**config.mk**
```make
export PLATFORM = sky130hd
export DESIGN_NAME = ttop_ctrl
export DESIGN_NICKNAME = d
export VERILOG_FILES = /design/src/rtl/core/ttop_pkg.sv /design/src/rtl/core/ttop_ctrl.sv
export SDC_FILE = /design/constraint.sdc
export NUM_CORES = 1
export LEC_CHECK = 0
export BUFFER_PORTS_ARGS = -buffer_cell sky130_fd_sc_hd__buf_4
export CAP_MARGIN = 20
export CORE_MARGIN = 3
export CORE_UTILIZATION = 50
export CTS_CLUSTER_DIAMETER = 150
export CTS_CLUSTER_SIZE = 10
export DETAILED_ROUTE_END_ITERATION = 10
export PLACE_DENSITY = 0.89
export SYNTH_ARGS = -nofsm -noshare
export SYNTH_HDL_FRONTEND = slang
export SYNTH_SLANG_ARGS = --single-unit
export TNS_END_PERCENT = 20
```
**constraint.sdc**
```tcl
create_clock -name clk -period 2.2 [get_ports clk]
set_input_delay 0.33 -clock clk [delete_from_list [all_inputs] [get_ports clk]]
set_output_delay 0.33 -clock clk [all_outputs]
set_load 0.02 [all_outputs]
```
**src/rtl/core/ttop_pkg.sv**
```systemverilog
// ----------------------------------------------------------------------------
// ttop_pkg
// shared types, constants and helpers of the track table predictor
// ----------------------------------------------------------------------------
package ttop_pkg;

  localparam int SLOTS   = 128;
  localparam int SLOT_W  = 7;
  localparam int HIST_D  = 45;
  localparam int HIST_N  = SLOTS * HIST_D;
  localparam int HIST_AW = $clog2(HIST_N);
  localparam int HCNT_W  = 6;
  localparam int STEPS   = 15;
  localparam int K_W     = $clog2(STEPS + 1);
  localparam int T_W     = 10;
  localparam int DVD_W   = 64;
  localparam int DVS_W   = 21;
  localparam int NUM_W   = 50;
  localparam int SY_W    = 38;
  localparam int STY_W   = 42;
  localparam int ST_W    = 10;
  localparam int STT_W   = 16;

  localparam logic [1:0] KIND_POINT   = 2'd0;
  localparam logic [1:0] KIND_REMOVED = 2'd1;
  localparam logic [1:0] KIND_IGNORED = 2'd2;

  localparam logic REG_THRESHOLD = 1'b0;
  localparam logic REG_STRIDE    = 1'b1;

  typedef struct packed {
    logic [15:0]        target_id;
    logic signed [31:0] report_lat;
    logic signed [31:0] report_lon;
    logic               alive;
  } in_t;

  typedef struct packed {
    logic [1:0]         kind;
    logic [6:0]         slot;
    logic               new_track;
    logic [3:0]         step;
    logic signed [31:0] pred_lat;
    logic signed [31:0] pred_lon;
    logic               last;
  } out_t;

  typedef struct packed {
    logic [15:0]       id;
    logic [31:0]       cur_lat;
    logic [31:0]       cur_lon;
    logic [HCNT_W-1:0] head;
    logic [HCNT_W-1:0] cnt;
  } rec_t;

  typedef enum logic [3:0] {
    ST_IDLE, ST_SRCH, ST_DECIDE, ST_REMOVE, ST_IGNORE, ST_CREATE, ST_UPDATE,
    ST_SUMS, ST_MUL1, ST_MUL2, ST_DIV_GO, ST_DIV_WAIT, ST_BMUL, ST_PREP, ST_EMIT
  } state_t;

  typedef struct packed {
    logic       load;
    logic       srch;
    logic       remove;
    logic       ignore;
    logic       create;
    logic       update;
    logic       sums;
    logic       mul1;
    logic       mul2;
    logic       div_go;
    logic [1:0] div_sel;
    logic       bmul;
    logic       prep;
    logic       emit;
  } cmd_t;

  typedef struct packed {
    logic srch_done;
    logic match;
    logic free;
    logic alive;
    logic few;
    logic sums_done;
    logic div_done;
    logic emit_last;
  } stat_t;

  function automatic logic [31:0] mag32(input logic [31:0] v);
    return v[31] ? (32'd0 - v) : v;
  endfunction

  function automatic logic [HIST_AW-1:0] hist_addr(input logic [SLOT_W-1:0] s,
                                                   input logic [HCNT_W-1:0] i);
    return HIST_AW'(s) * HIST_AW'(HIST_D) + HIST_AW'(i);
  endfunction

endpackage

```
**src/rtl/core/ttop_ctrl.sv**
```systemverilog
// ----------------------------------------------------------------------------
// ttop_ctrl
// sequencer of search, update, fit, divisions and emission
// ----------------------------------------------------------------------------
module ttop_ctrl import ttop_pkg::*; (
  input  logic  clk,
  input  logic  rst_n,
  input  logic  start,
  output logic  busy,
  input  stat_t stat,
  output cmd_t  cmd
);

  state_t     state_r, state_nxt;
  logic [1:0] sel_r, sel_nxt;

  always_ff @(posedge clk) begin
    if (!rst_n) begin
      state_r <= ST_IDLE;
      sel_r   <= '0;
    end else begin
      state_r <= state_nxt;
      sel_r   <= sel_nxt;
    end
  end

  always_comb begin
    state_nxt   = state_r;
    sel_nxt     = sel_r;
    cmd         = '0;
    cmd.div_sel = sel_r;
    unique case (state_r)
      ST_IDLE: begin
        if (start) begin
          cmd.load  = 1'b1;
          state_nxt = ST_SRCH;
        end
      end
      ST_SRCH: begin
        cmd.srch = 1'b1;
        if (stat.srch_done) state_nxt = ST_DECIDE;
      end
      ST_DECIDE: begin
        priority if (stat.match && !stat.alive) state_nxt = ST_REMOVE;
        else if (stat.match)                    state_nxt = ST_UPDATE;
        else if (stat.alive && stat.free)       state_nxt = ST_CREATE;
        else                                    state_nxt = ST_IGNORE;
      end
      ST_REMOVE: begin
        cmd.remove = 1'b1;
        state_nxt  = ST_IDLE;
      end
      ST_IGNORE: begin
        cmd.ignore = 1'b1;
        state_nxt  = ST_IDLE;
      end
      ST_CREATE: begin
        cmd.create = 1'b1;
        state_nxt  = ST_PREP;
      end
      ST_UPDATE: begin
        cmd.update = 1'b1;
        state_nxt  = stat.few ? ST_PREP : ST_SUMS;
      end
      ST_SUMS: begin
        cmd.sums = 1'b1;
        if (stat.sums_done) state_nxt = ST_MUL1;
      end
      ST_MUL1: begin
        cmd.mul1  = 1'b1;
        state_nxt = ST_MUL2;
      end
      ST_MUL2: begin
        cmd.mul2  = 1'b1;
        sel_nxt   = 2'd0;
        state_nxt = ST_DIV_GO;
      end
      ST_DIV_GO: begin
        cmd.div_go = 1'b1;
        state_nxt  = ST_DIV_WAIT;
      end
      ST_DIV_WAIT: begin
        if (stat.div_done) begin
          sel_nxt = sel_r + 2'd1;
          unique case (sel_r)
            2'd1:    state_nxt = ST_BMUL;
            2'd3:    state_nxt = ST_PREP;
            default: state_nxt = ST_DIV_GO;
          endcase
        end
      end
      ST_BMUL: begin
        cmd.bmul  = 1'b1;
        state_nxt = ST_DIV_GO;
      end
      ST_PREP: begin
        cmd.prep  = 1'b1;
        state_nxt = ST_EMIT;
      end
      ST_EMIT: begin
        cmd.emit = 1'b1;
        if (stat.emit_last) state_nxt = ST_IDLE;
      end
      default: state_nxt = ST_IDLE;
    endcase
  end

  assign busy = (state_r != ST_IDLE);

endmodule

```
=== Yosys cells after proc, flatten, opt, wreduce, memory -nomap -nowiden ===
Cells that the tools add are included.

* Register bits: 6
* Output and inout port bits: 16
* Word-level logic and storage cells: 60

* Add/sub/neg operators: 1
* Eq/ne operators: 21
* Mux-type cells: 27
* Reduce and logical (&&, ||, !) cells: 9

{| class="wikitable"
|+ Operators by type and width
! operator !! count
|-
| $pmux 4 s12 || 1
|-
| $mux 4 || 8
|-
| $eq 4x4->1 const B || 7
|-
| $eq 4x3->1 const B || 4
|-
| $mux 1 || 15
|-
| $ne 2x2->1 const B || 5
|-
| $eq 4x2->1 const B || 2
|-
| $pmux 3 s2 || 1
|-
| $reduce_and 5->1 || 1
|-
| $eq 4x1->1 const B || 1
|-
| $logic_not 4->1 || 1
|-
| $pmux 2 s2 || 1
|-
| $reduce_bool 4->1 || 1
|-
| $add 2x1->2 const B || 1
|-
| $eq 2x1->1 const B || 1
|-
| $eq 2x2->1 const B || 1
|-
| $logic_and 1x1->1 || 2
|-
| $mux 2 || 1
|-
| $reduce_and 2->1 || 1
|-
| $reduce_bool 2->1 || 1
|-
| $reduce_or 2->1 || 1
|-
| $logic_not 1->1 || 1
|}

=== Longest topological paths before layout ===
Gate-level depths: netlist of the first run.

* Depth after elaboration: 5
* Mapped depth: 6
* Depth with buffers taken out: 6

=== Worst setup path after synthesis of the first run ===
OpenSTA, ideal clock, no wires.

* Path kind: flip-flop to output port
* From: register state_r[1]
* To: output port cmd[14] (netlist name)
* Arrival: 1432 ps
* Path slack: 438 ps
* Stages on the path, launching flop included: 4
* Path buffers: 1
* Path through: dfxtp_1 > buf_4 > or4_1 > nor2_1

{| class="wikitable"
|+ RTL lines
! what !! line !! RTL
|-
| from (decl) || ttop_ctrl.sv:14 || <nowiki>state_t state_r, state_nxt;</nowiki>
|-
| from (signal assigned) || ttop_ctrl.sv:22 || <nowiki>state_r <= state_nxt;</nowiki>
|-
| to (decl) || ttop_ctrl.sv:11 || <nowiki>output cmd_t cmd</nowiki>
|}

==> out/summary.txt, run 1 <==
Post-CTS repair timing setup buffer count - 0
Cell depth of the worst hold path - 2
Post-cts hold buffer count - 0
Vias in the first global route - 691
Count of buffers from port buffering - 26
Worst Tran Pin Value - 0.537 ns
Setup tns final - 0 ns
Average instance area after synthesis - 7.79 µm²
Sequential area share after synthesis - 17.5%
Number of fill cells - 94
Power share of the combinational group - 56.3%
Per-cell routed wire length - 14.3 µm
Antenna cell count - 0
Arrival time worst endpoint - 1.62 ns
Clock sink total - 6
Internal power consumption - 0.378 mW
Startpoint type of the worst setup path - register
Synth Warn # - 0
Setup ws final - 0.250 ns
Type of destination of the critical path - output pin
Power dissipated by switching net loads - 0.333 mW
Reg clk slew, reported paths - 0.04 ns
Required @ worst endpoint - 1.87 ns
Area of the multi-input gates - 514 µm²
Final setup violation count - 0
Most common flop cell mapped by yosys - sky130_fd_sc_hd__dfxtp_1
Number of vias in the routed layout - 757
RePlAce Congestion - 0.827
Row count - 12
Average vias per placed instance - 6.01
Final Hold Viols - 0
Peak fanout along the critical path - 19
Worst-case setup slack after placement - 0.412 ns
Net count of the finished layout - 127
Static leakage - 0.358 nW
Netlist area before placement - 686 µm²
Placeable core area - 1200 µm²
Final clock skew - 0.0119 ns
Placed cell count - 123
Part of the power in the clock network - 15.4%
Maximum number of pins on one net before global-route repair - 20
Initial core utilization - 57.1%
Share of final-layout standard cells stronger than drive strength 1 - 37.5%
Clock buffers created by TritonCTS - 3
Root Buffer Master - sky130_fd_sc_hd__clkbuf_4
Die outline height - 43.0 µm
Clk Latency, worst-skew pair - 0.26 ns
Gr usage total - 20.6%
DRC violation total after the first TritonRoute iteration - 14
Number of enable-type register cells in the synthesized netlist - 0
Classification of the worst-slack hold path - input port to register
Worst vdd rail ir drop - 0.534 mV
Pre-antenna DRT Iters - 4
Max-cap violations - 0
Sum of overflow across all layers after global routing - 0
Wire length of the first global-routing pass - 2.93 mm
Final min period - 1.95 ns
Finished Layout Cells - 126
RSZ-0062 raised after global routing - false
Number of top-level pins - 27
Number of design rule violations left after detail routing - 0
Fraction of synthesis flops using an asynchronous set or reset pin - 0%
Top cell type's share of synthesized area - 17.5%
H-tree levels - 1
Cell count after synthesis - 88
Clock tree from TritonCTS - done
Register cell area after layout - 120 µm²
Drt total wl - 1.80 mm
Power density of the placed cells - 798 nW/µm²
Final number of max-transition violations - 0
Net count after synthesis - 101
ANT nets after route - 0
Detailed-placement wirelength estimate - 1.37 mm
CTS Buffer Depth - 2
Portion of total power attributed to sequential cells - 28.4%
Cell type contributing the most total cell area after synthesis - sky130_fd_sc_hd__dfxtp_1
Leading cell type by number of instances after synthesis - sky130_fd_sc_hd__nor2_1
Die Outline Area - 1850 µm²
Quantity of gates resized following cts - 0
Achievable frequency - 513 MHz
Period utilisation layout - 88.6%
#FFs+latches synth - 6
Worst slew margin relative to its limit - 64.2%
Switching share of total power - 46.9%
Cell depth of the worst flop-to-flop path - 4
Antenna violations before repair - 0
Distinct cell type count after synthesis - 41
Most used standard cells in the synthesized netlist - 15 x sky130_fd_sc_hd__nor2_1, 6 x sky130_fd_sc_hd__dfxtp_1, 5 x sky130_fd_sc_hd__nand2b_1
Run status - completed
Synthesis-to-layout area growth - 30.1%
Die X - 43.0 µm
Top cells by area, synth - sky130_fd_sc_hd__dfxtp_1 18%, sky130_fd_sc_hd__nor2_1 8.2%, sky130_fd_sc_hd__nand2b_1 4.6%
Critical setup path kind - register to output pin
==> cell usage in the layout (no fill, tap or decap), types with 3 or more instances in the layout <==
cell                       instances
sky130_fd_sc_hd__nor2_1           15
sky130_fd_sc_hd__o211ai_1          3
sky130_fd_sc_hd__clkbuf_4          3
sky130_fd_sc_hd__inv_1             4
sky130_fd_sc_hd__nand2_1           3
sky130_fd_sc_hd__nand3b_1          4
sky130_fd_sc_hd__buf_4            27
sky130_fd_sc_hd__nand2b_1          5
sky130_fd_sc_hd__nor3_1            4
sky130_fd_sc_hd__dfxtp_1           6
==> power by group through the flow <==
stage	Combinational (mW)	Sequential (mW)	Clock, mW
final	0.400	0.202	0.110
after detailed placement	0.401	0.201	0
after global placement	0.392	0.198	0
after CTS	0.402	0.199	0.111
after global routing	0.433	0.208	0.118
after floorplan	0.345	0.145	0
==> stage by stage <==
step                utilization [%]  hold slack [ns]  area (µm²)  total power, mW
global placement               72.4            0.576         870            0.590
CTS                            74.3            0.327         892            0.712
global route                   74.3            0.331         892            0.759
floorplan                         -            0.448         686            0.490
detailed placement             72.4            0.578         870            0.602
finish                         74.3            0.326         892            0.711
==> critical path: stages, from the launching register on <==
cell                      delay, ns
sky130_fd_sc_hd__dfxtp_1       0.65
sky130_fd_sc_hd__or2b_2        0.38
sky130_fd_sc_hd__nor3_2        0.16
sky130_fd_sc_hd__buf_4         0.18
==> state kept, by name, indices dropped and copies added, names as in the netlist <==
name	cells
sel_r	2
state_r	4
==> worst paths after layout <==
kind	slack (ns)	startpoint	end
setup reg to reg	0.38	state_r[2]	state_r[2]
hold reg to reg	0.60	sel_r[1]	sel_r[1]
hold / removal	0.33	rst_n	state_r[3]
setup / recovery	0.25	state_r[2]	cmd[11]
==> per-layer routing <==
| layer | track usage, % | vias to the layer above | share of wire (%) |
|---|---|---|---|
| li1 | - | 371 | - |
| met1 | 23.9 | 344 | 40 |
| met2 | 35.9 | 38 | 49 |
| met3 | 7.20 | 4 | 11 |
| met4 | 4.22 | 0 | 0.67 |
| met5 | 0 | - | 0 |
==> final cells by class <==
cell class / count / area share [%]
Inverter: 4 / 1.68
Tap cell: 14 / 1.96
Clock buffer: 3 / 2.52
Timing Repair Buffer: 27 / 22.7
Multi-Input combinational cell: 72 / 57.6
Sequential cell: 6 / 13.5
==> logic make-up after synthesis <==
| kind of cell | synth area share, % |
|---|---|
| mux | 1.46 |
| simple gates | 41.2 |
| buf+inv | 7.48 |
| compound gates | 28.6 |
| fa+ha+maj | 3.65 |
| flops | 17.5 |
No activity file was read; power rests on OpenSTA's default activity.
==> run 2, diff against run 1 <==
--- a/config.mk
+++ b/config.mk
@@ -6,13 +6,12 @@
 export NUM_CORES = 1
 export LEC_CHECK = 0
 export BUFFER_PORTS_ARGS = -buffer_cell sky130_fd_sc_hd__buf_4
-export CAP_MARGIN = 20
 export CORE_MARGIN = 3
-export CORE_UTILIZATION = 50
+export CORE_UTILIZATION = 47
 export CTS_CLUSTER_DIAMETER = 150
 export CTS_CLUSTER_SIZE = 10
 export DETAILED_ROUTE_END_ITERATION = 10
-export PLACE_DENSITY = 0.89
+export PLACE_DENSITY = 0.85
 export SYNTH_ARGS = -nofsm -noshare
 export SYNTH_HDL_FRONTEND = slang
 export SYNTH_SLANG_ARGS = --single-unit
==> constraint.sdc (replaced) <==
create_clock -name clk -period 2.05 [get_ports clk]
set_input_delay 0.3075 -clock clk [delete_from_list [all_inputs] [get_ports clk]]
set_output_delay 0.3075 -clock clk [all_outputs]
set_load 0.02 [all_outputs]
==> out/summary.txt, run 2 (same netlist as run 1, synthesis figures left out) <==
Run status - completed
Achievable frequency - 524 MHz
Number of fill cells - 112
Register ranked first by flip-flop count - state_r
Largest registers ranked by flip-flop count - state_r: 4 flops, sel_r: 2 flops
Critical setup path kind - register to output pin
Post-cts hold buffer count - 0
CP Cell Sequence - or2b_2 -> nor3_2 -> buf_4
Clock tree from TritonCTS - done
Wire length of the first global-routing pass - 2.84 mm
Internal power consumption - 0.406 mW
Average vias per placed instance - 6.04
Vias in the first global route - 666
Capture endpoint of the worst hold path - state_r[3]
Pre-antenna DRT Iters - 6
Switching share of total power - 46.3%
Reg clk slew, reported paths - 0.05 ns
Max-cap violations - 0
Quantity of gates resized following cts - 0
Worst reg2reg endpoint - state_r[2]
Cell depth of the worst flop-to-flop path - 4
Slack of the worst reg-to-reg path - 0.19 ns
Number of design rule violations left after detail routing - 0
Slowest Stage Delay on Critical Path - 0.66 ns
Required @ worst endpoint - 1.74 ns
Clock sink total - 6
RSZ-0062 raised after global routing - false
Count of buffers from port buffering - 26
Register cell area after layout - 120 µm²
Peak fanout along the critical path - 19
RePlAce Congestion - 0.760
ANT nets after route - 0
Power density of the placed cells - 845 nW/µm²
Buf/Inv on CP - 1
Setup tns final - 0 ns
Placed cell count - 124
Kind of cell with the highest combined delay on the critical path - flip-flops
Area of the multi-input gates - 514 µm²
Most frequent standard cell in the layout excluding fill and tap cells - sky130_fd_sc_hd__buf_4
Master of the slowest instance on the critical path - sky130_fd_sc_hd__dfxtp_1
Type of destination of the critical path - output pin
Power share of the combinational group - 56.9%
Arrival time worst endpoint - 1.60 ns
Part of the power in the clock network - 14.6%
Sum of overflow across all layers after global routing - 0
Finished Layout Cells - 127
Share of final-layout standard cells stronger than drive strength 1 - 37.5%
Number of top-level pins - 27
Clk Latency, worst-skew pair - 0.25 ns
Power dissipated by switching net loads - 0.350 mW
Worst Tran Pin Value - 0.549 ns
Die outline height - 44.2 µm
Final number of max-transition violations - 0
Die Outline Area - 1950 µm²
Net count of the finished layout - 127
H-tree levels - 1
DRC violation total after the first TritonRoute iteration - 19
Final Hold Viols - 0
Start of the worst register-to-register path - state_r[2]
Portion of total power attributed to sequential cells - 28.5%
Final min period - 1.91 ns
Row count - 13
Antenna cell count - 0
Worst vdd rail ir drop - 0.680 mV
Fin util - 67.0%
Die X - 44.2 µm
Period utilisation layout - 93.1%
Per-cell routed wire length - 14.0 µm
HP Start - rst_n
Gr usage total - 19.0%
Final clock skew - 0.00631 ns
Post-CTS repair timing setup buffer count - 0
Drt total wl - 1.77 mm
Synthesis-to-layout area growth - 30.3%
Highest-count cells in the layout ignoring fill and taps - 27 x sky130_fd_sc_hd__buf_4, 15 x sky130_fd_sc_hd__nor2_1, 6 x sky130_fd_sc_hd__dfxtp_1
Number of flip-flops under the largest register name - 4
Number of vias in the routed layout - 767
Final setup violation count - 0
Root Buffer Master - sky130_fd_sc_hd__clkbuf_4
Initial core utilization - 51.4%
CTS Buffer Depth - 2
Startpoint type of the worst setup path - register
Clock buffers created by TritonCTS - 3
Power Total - 0.755 mW
Launching instance or port of the critical path - state_r[2]
Cell depth of the worst hold path - 2
Worst slew margin relative to its limit - 63.4%
Classification of the worst-slack hold path - input port to register
Maximum number of pins on one net before global-route repair - 20
Antenna violations before repair - 0
Placeable core area - 1330 µm²
Detailed-placement wirelength estimate - 1.34 mm
Static leakage - 0.358 nW
[run 2: metrics by stage]
stage          instance area, µm²  hold slack, ns  setup slack [ns]
2_1_floorplan                 686           0.425             0.311
3_3_place_gp                  871           0.552             0.314
3_5_place_dp                  871           0.561             0.230
4_1_cts                       893           0.314             0.154
5_1_grt                       893           0.320            0.0261
6_report                      893           0.308             0.142
[run 2: worst max path at each step]
stage | to | slack, ns | cells past startpoint
after floorplan | cmd[14] | 0.31 | 3
after global placement | state_r[1] | 0.31 | 4
after detailed placement | state_r[2] | 0.23 | 4
after CTS | cmd[14] | 0.15 | 3
after global routing | cmd[11] | 0.03 | 3
final | cmd[11] | 0.14 | 3
[run 2: power by group through the flow]
stage,clock (mW),sequential [mW],combinational (mW)
CTS,0.112,0.213,0.430
finish,0.110,0.215,0.430
global placement,0,0.214,0.421
global route,0.118,0.226,0.463
detailed placement,0,0.215,0.429
floorplan,0,0.156,0.370
[run 2: final cells by class]
class | instances | share of cell area (%)
clock buffers | 3 | 2.52
inverters | 4 | 1.68
multi-input cells | 72 | 57.6
flip-flops and latches | 6 | 13.4
well taps | 15 | 2.10
repair buffers | 27 | 22.7
[run 2: worst reg2reg max path: cells and delay by family (launching register included)]
family          cells  cell delay [ns]
simple gates        2             0.56
flops               1             0.66
compound gates      2             0.56
[run 2: layer usage]
| layer | wire, µm | track usage (%) |
|---|---|---|
| met5 | 0 | 0 |
| met4 | 24 | 7.23 |
| met3 | 198 | 6.10 |
| met2 | 834 | 32.0 |
| met1 | 716 | 22.4 |
==> run 3, diff against run 2 <==
--- a/config.mk
+++ b/config.mk
@@ -6,12 +6,14 @@
 export NUM_CORES = 1
 export LEC_CHECK = 0
 export BUFFER_PORTS_ARGS = -buffer_cell sky130_fd_sc_hd__buf_4
+export CAP_MARGIN = 20
 export CORE_MARGIN = 3
 export CORE_UTILIZATION = 47
 export CTS_CLUSTER_DIAMETER = 150
 export CTS_CLUSTER_SIZE = 10
 export DETAILED_ROUTE_END_ITERATION = 10
 export PLACE_DENSITY = 0.85
+export REMOVE_ABC_BUFFERS = 1
 export SYNTH_ARGS = -nofsm -noshare
 export SYNTH_HDL_FRONTEND = slang
 export SYNTH_SLANG_ARGS = --single-unit
==> out/summary.txt, run 3 (same netlist as run 1, synthesis figures left out) <==
Die X - 44.2 µm
HP Start - rst_n
Final setup violation count - 0
CTS Buffer Depth - 2
Vias in the first global route - 647
Number of fill cells - 118
Wire length of the first global-routing pass - 3.04 mm
Final clock skew - 0.00207 ns
Start of the worst register-to-register path - state_r[0]
Cell depth of the worst hold path - 2
Drt total wl - 1.88 mm
ANT nets after route - 0
WL met2 - 882 µm
Hold slack final - 0.287 ns
Largest registers ranked by flip-flop count - state_r: 4 flops, sel_r: 2 flops
DRC violation total after the first TritonRoute iteration - 19
Final number of max-transition violations - 0
Row count - 13
Root Buffer Master - sky130_fd_sc_hd__clkbuf_4
Worst vdd rail ir drop - 0.358 mV
Capture endpoint of the worst hold path - state_r[3]
Number of vias in the routed layout - 736
Clock buffers created by TritonCTS - 3
Cell depth of the worst flop-to-flop path - 4
Period utilisation layout - 94.3%
Die Outline Area - 1950 µm²
Wire length on met1 - 812 µm
RePlAce Congestion - 0.845
Achievable frequency - 517 MHz
Maximum number of pins on one net before global-route repair - 21
Clock tree from TritonCTS - done
Final Hold Viols - 0
Fin util - 67.2%
Type of destination of the critical path - output pin
Arrival time worst endpoint - 1.63 ns
Per-cell routed wire length - 14.8 µm
RSZ-0062 raised after global routing - false
Number of flip-flops under the largest register name - 4
Highest metal layer used by the detailed router - met4
Share of final-layout standard cells stronger than drive strength 1 - 39.3%
Number of design rule violations left after detail routing - 0
Pre-antenna DRT Iters - 4
Run status - completed
Static leakage - 0.359 nW
Worst Tran Pin Value - 0.526 ns
Critical setup path kind - register to output pin
Net count of the finished layout - 127
Finished Layout Cells - 127
Detailed-placement wirelength estimate - 1.42 mm
Worst slew margin relative to its limit - 64.9%
Register ranked first by flip-flop count - state_r
Placed cell count - 124
Clock sink total - 6
H-tree levels - 1
Antenna violations before repair - 0
Post-cts hold buffer count - 0
Initial core utilization - 51.4%
Die outline height - 44.2 µm
Met3 wire length - 139 µm
Slack of the worst reg-to-reg path - 0.21 ns
Count of buffers from port buffering - 26
Classification of the worst-slack hold path - input port to register
Peak fanout along the critical path - 16
Max-cap violations - 0
Most frequent standard cell in the layout excluding fill and tap cells - sky130_fd_sc_hd__buf_4
Average vias per placed instance - 5.80
Reg clk slew, reported paths - 0.05 ns
Sum of overflow across all layers after global routing - 0
Number of top-level pins - 27
Placeable core area - 1330 µm²
Worst reg2reg endpoint - state_r[1]
Startpoint type of the worst setup path - register
Synthesis-to-layout area growth - 30.7%
Clk Latency, worst-skew pair - 0.26 ns
Required @ worst endpoint - 1.74 ns
Power density of the placed cells - 863 nW/µm²
Gr usage total - 21.4%
Power Total - 0.773 mW
Highest-count cells in the layout ignoring fill and taps - 27 x sky130_fd_sc_hd__buf_4, 15 x sky130_fd_sc_hd__nor2_1, 5 x sky130_fd_sc_hd__nand2b_1
Final min period - 1.93 ns
Setup tns final - 0 ns
Antenna cell count - 0
-- run 3: cell counts in the layout (fill, tap and decap cells not counted) --
Identical to the previous run, type by type.
-- run 3: worst max path at each step --
stage / to / startpoint / slack (ns) / cells past startpoint
finish: cmd[14] / state_r[3] / 0.12 / 3
global placement: state_r[2] / state_r[1] / 0.25 / 4
global route: cmd[14] / state_r[3] / 0.01 / 3
detailed placement: state_r[2] / state_r[1] / 0.22 / 4
CTS: cmd[14] / state_r[2] / 0.08 / 4
floorplan: cmd[14] / state_r[1] / 0.28 / 2
-- run 3: metal layers --
layer / track usage, % / vias to the layer above
met5: 0 / -
met4: 12.7 / 0
met3: 5.69 / 4
met2: 33.4 / 29
met1: 26.2 / 332
li1: - / 371
-- run 3: stage by stage --
| step | worst slack, ns | cell area [µm²] |
|---|---|---|
| after CTS | 0.0762 | 893 |
| final | 0.116 | 896 |
| after global routing | 0.0145 | 896 |
| after global placement | 0.255 | 871 |
| after floorplan | 0.280 | 649 |
| after detailed placement | 0.216 | 871 |
-- run 3: cell type report --
class,instances,area [µm²],area share [%]
Multi-Input combinational cell,72,514,57.4
Timing Repair Buffer,27,203,22.6
Sequential cell,6,123,13.7
Clock buffer,3,22.5,2.51
Tap cell,15,18.8,2.09
Inverter,4,15.0,1.68
-- run 3: critical path, stage by stage, from the launching register on --
cell	delay (ns)
sky130_fd_sc_hd__dfxtp_1	0.47
sky130_fd_sc_hd__or4_1	0.64
sky130_fd_sc_hd__nor2_1	0.11
sky130_fd_sc_hd__buf_4	0.14
-- run 3: repair_timing --
action | CTS | global route
buffers inserted | 0 | 0
endpoints found under the hold margin | 0 | 0
resized for setup | 0 | 2
setup endpoints to repair | 0 | 3
-- run 3: where the power goes --
group,internal (mW),total [mW],switching [mW]
Combinational,0.201,0.432,0.231
Sequential,0.139,0.222,0.0829
Clock,0.0669,0.119,0.0525
Total,0.407,0.773,0.366
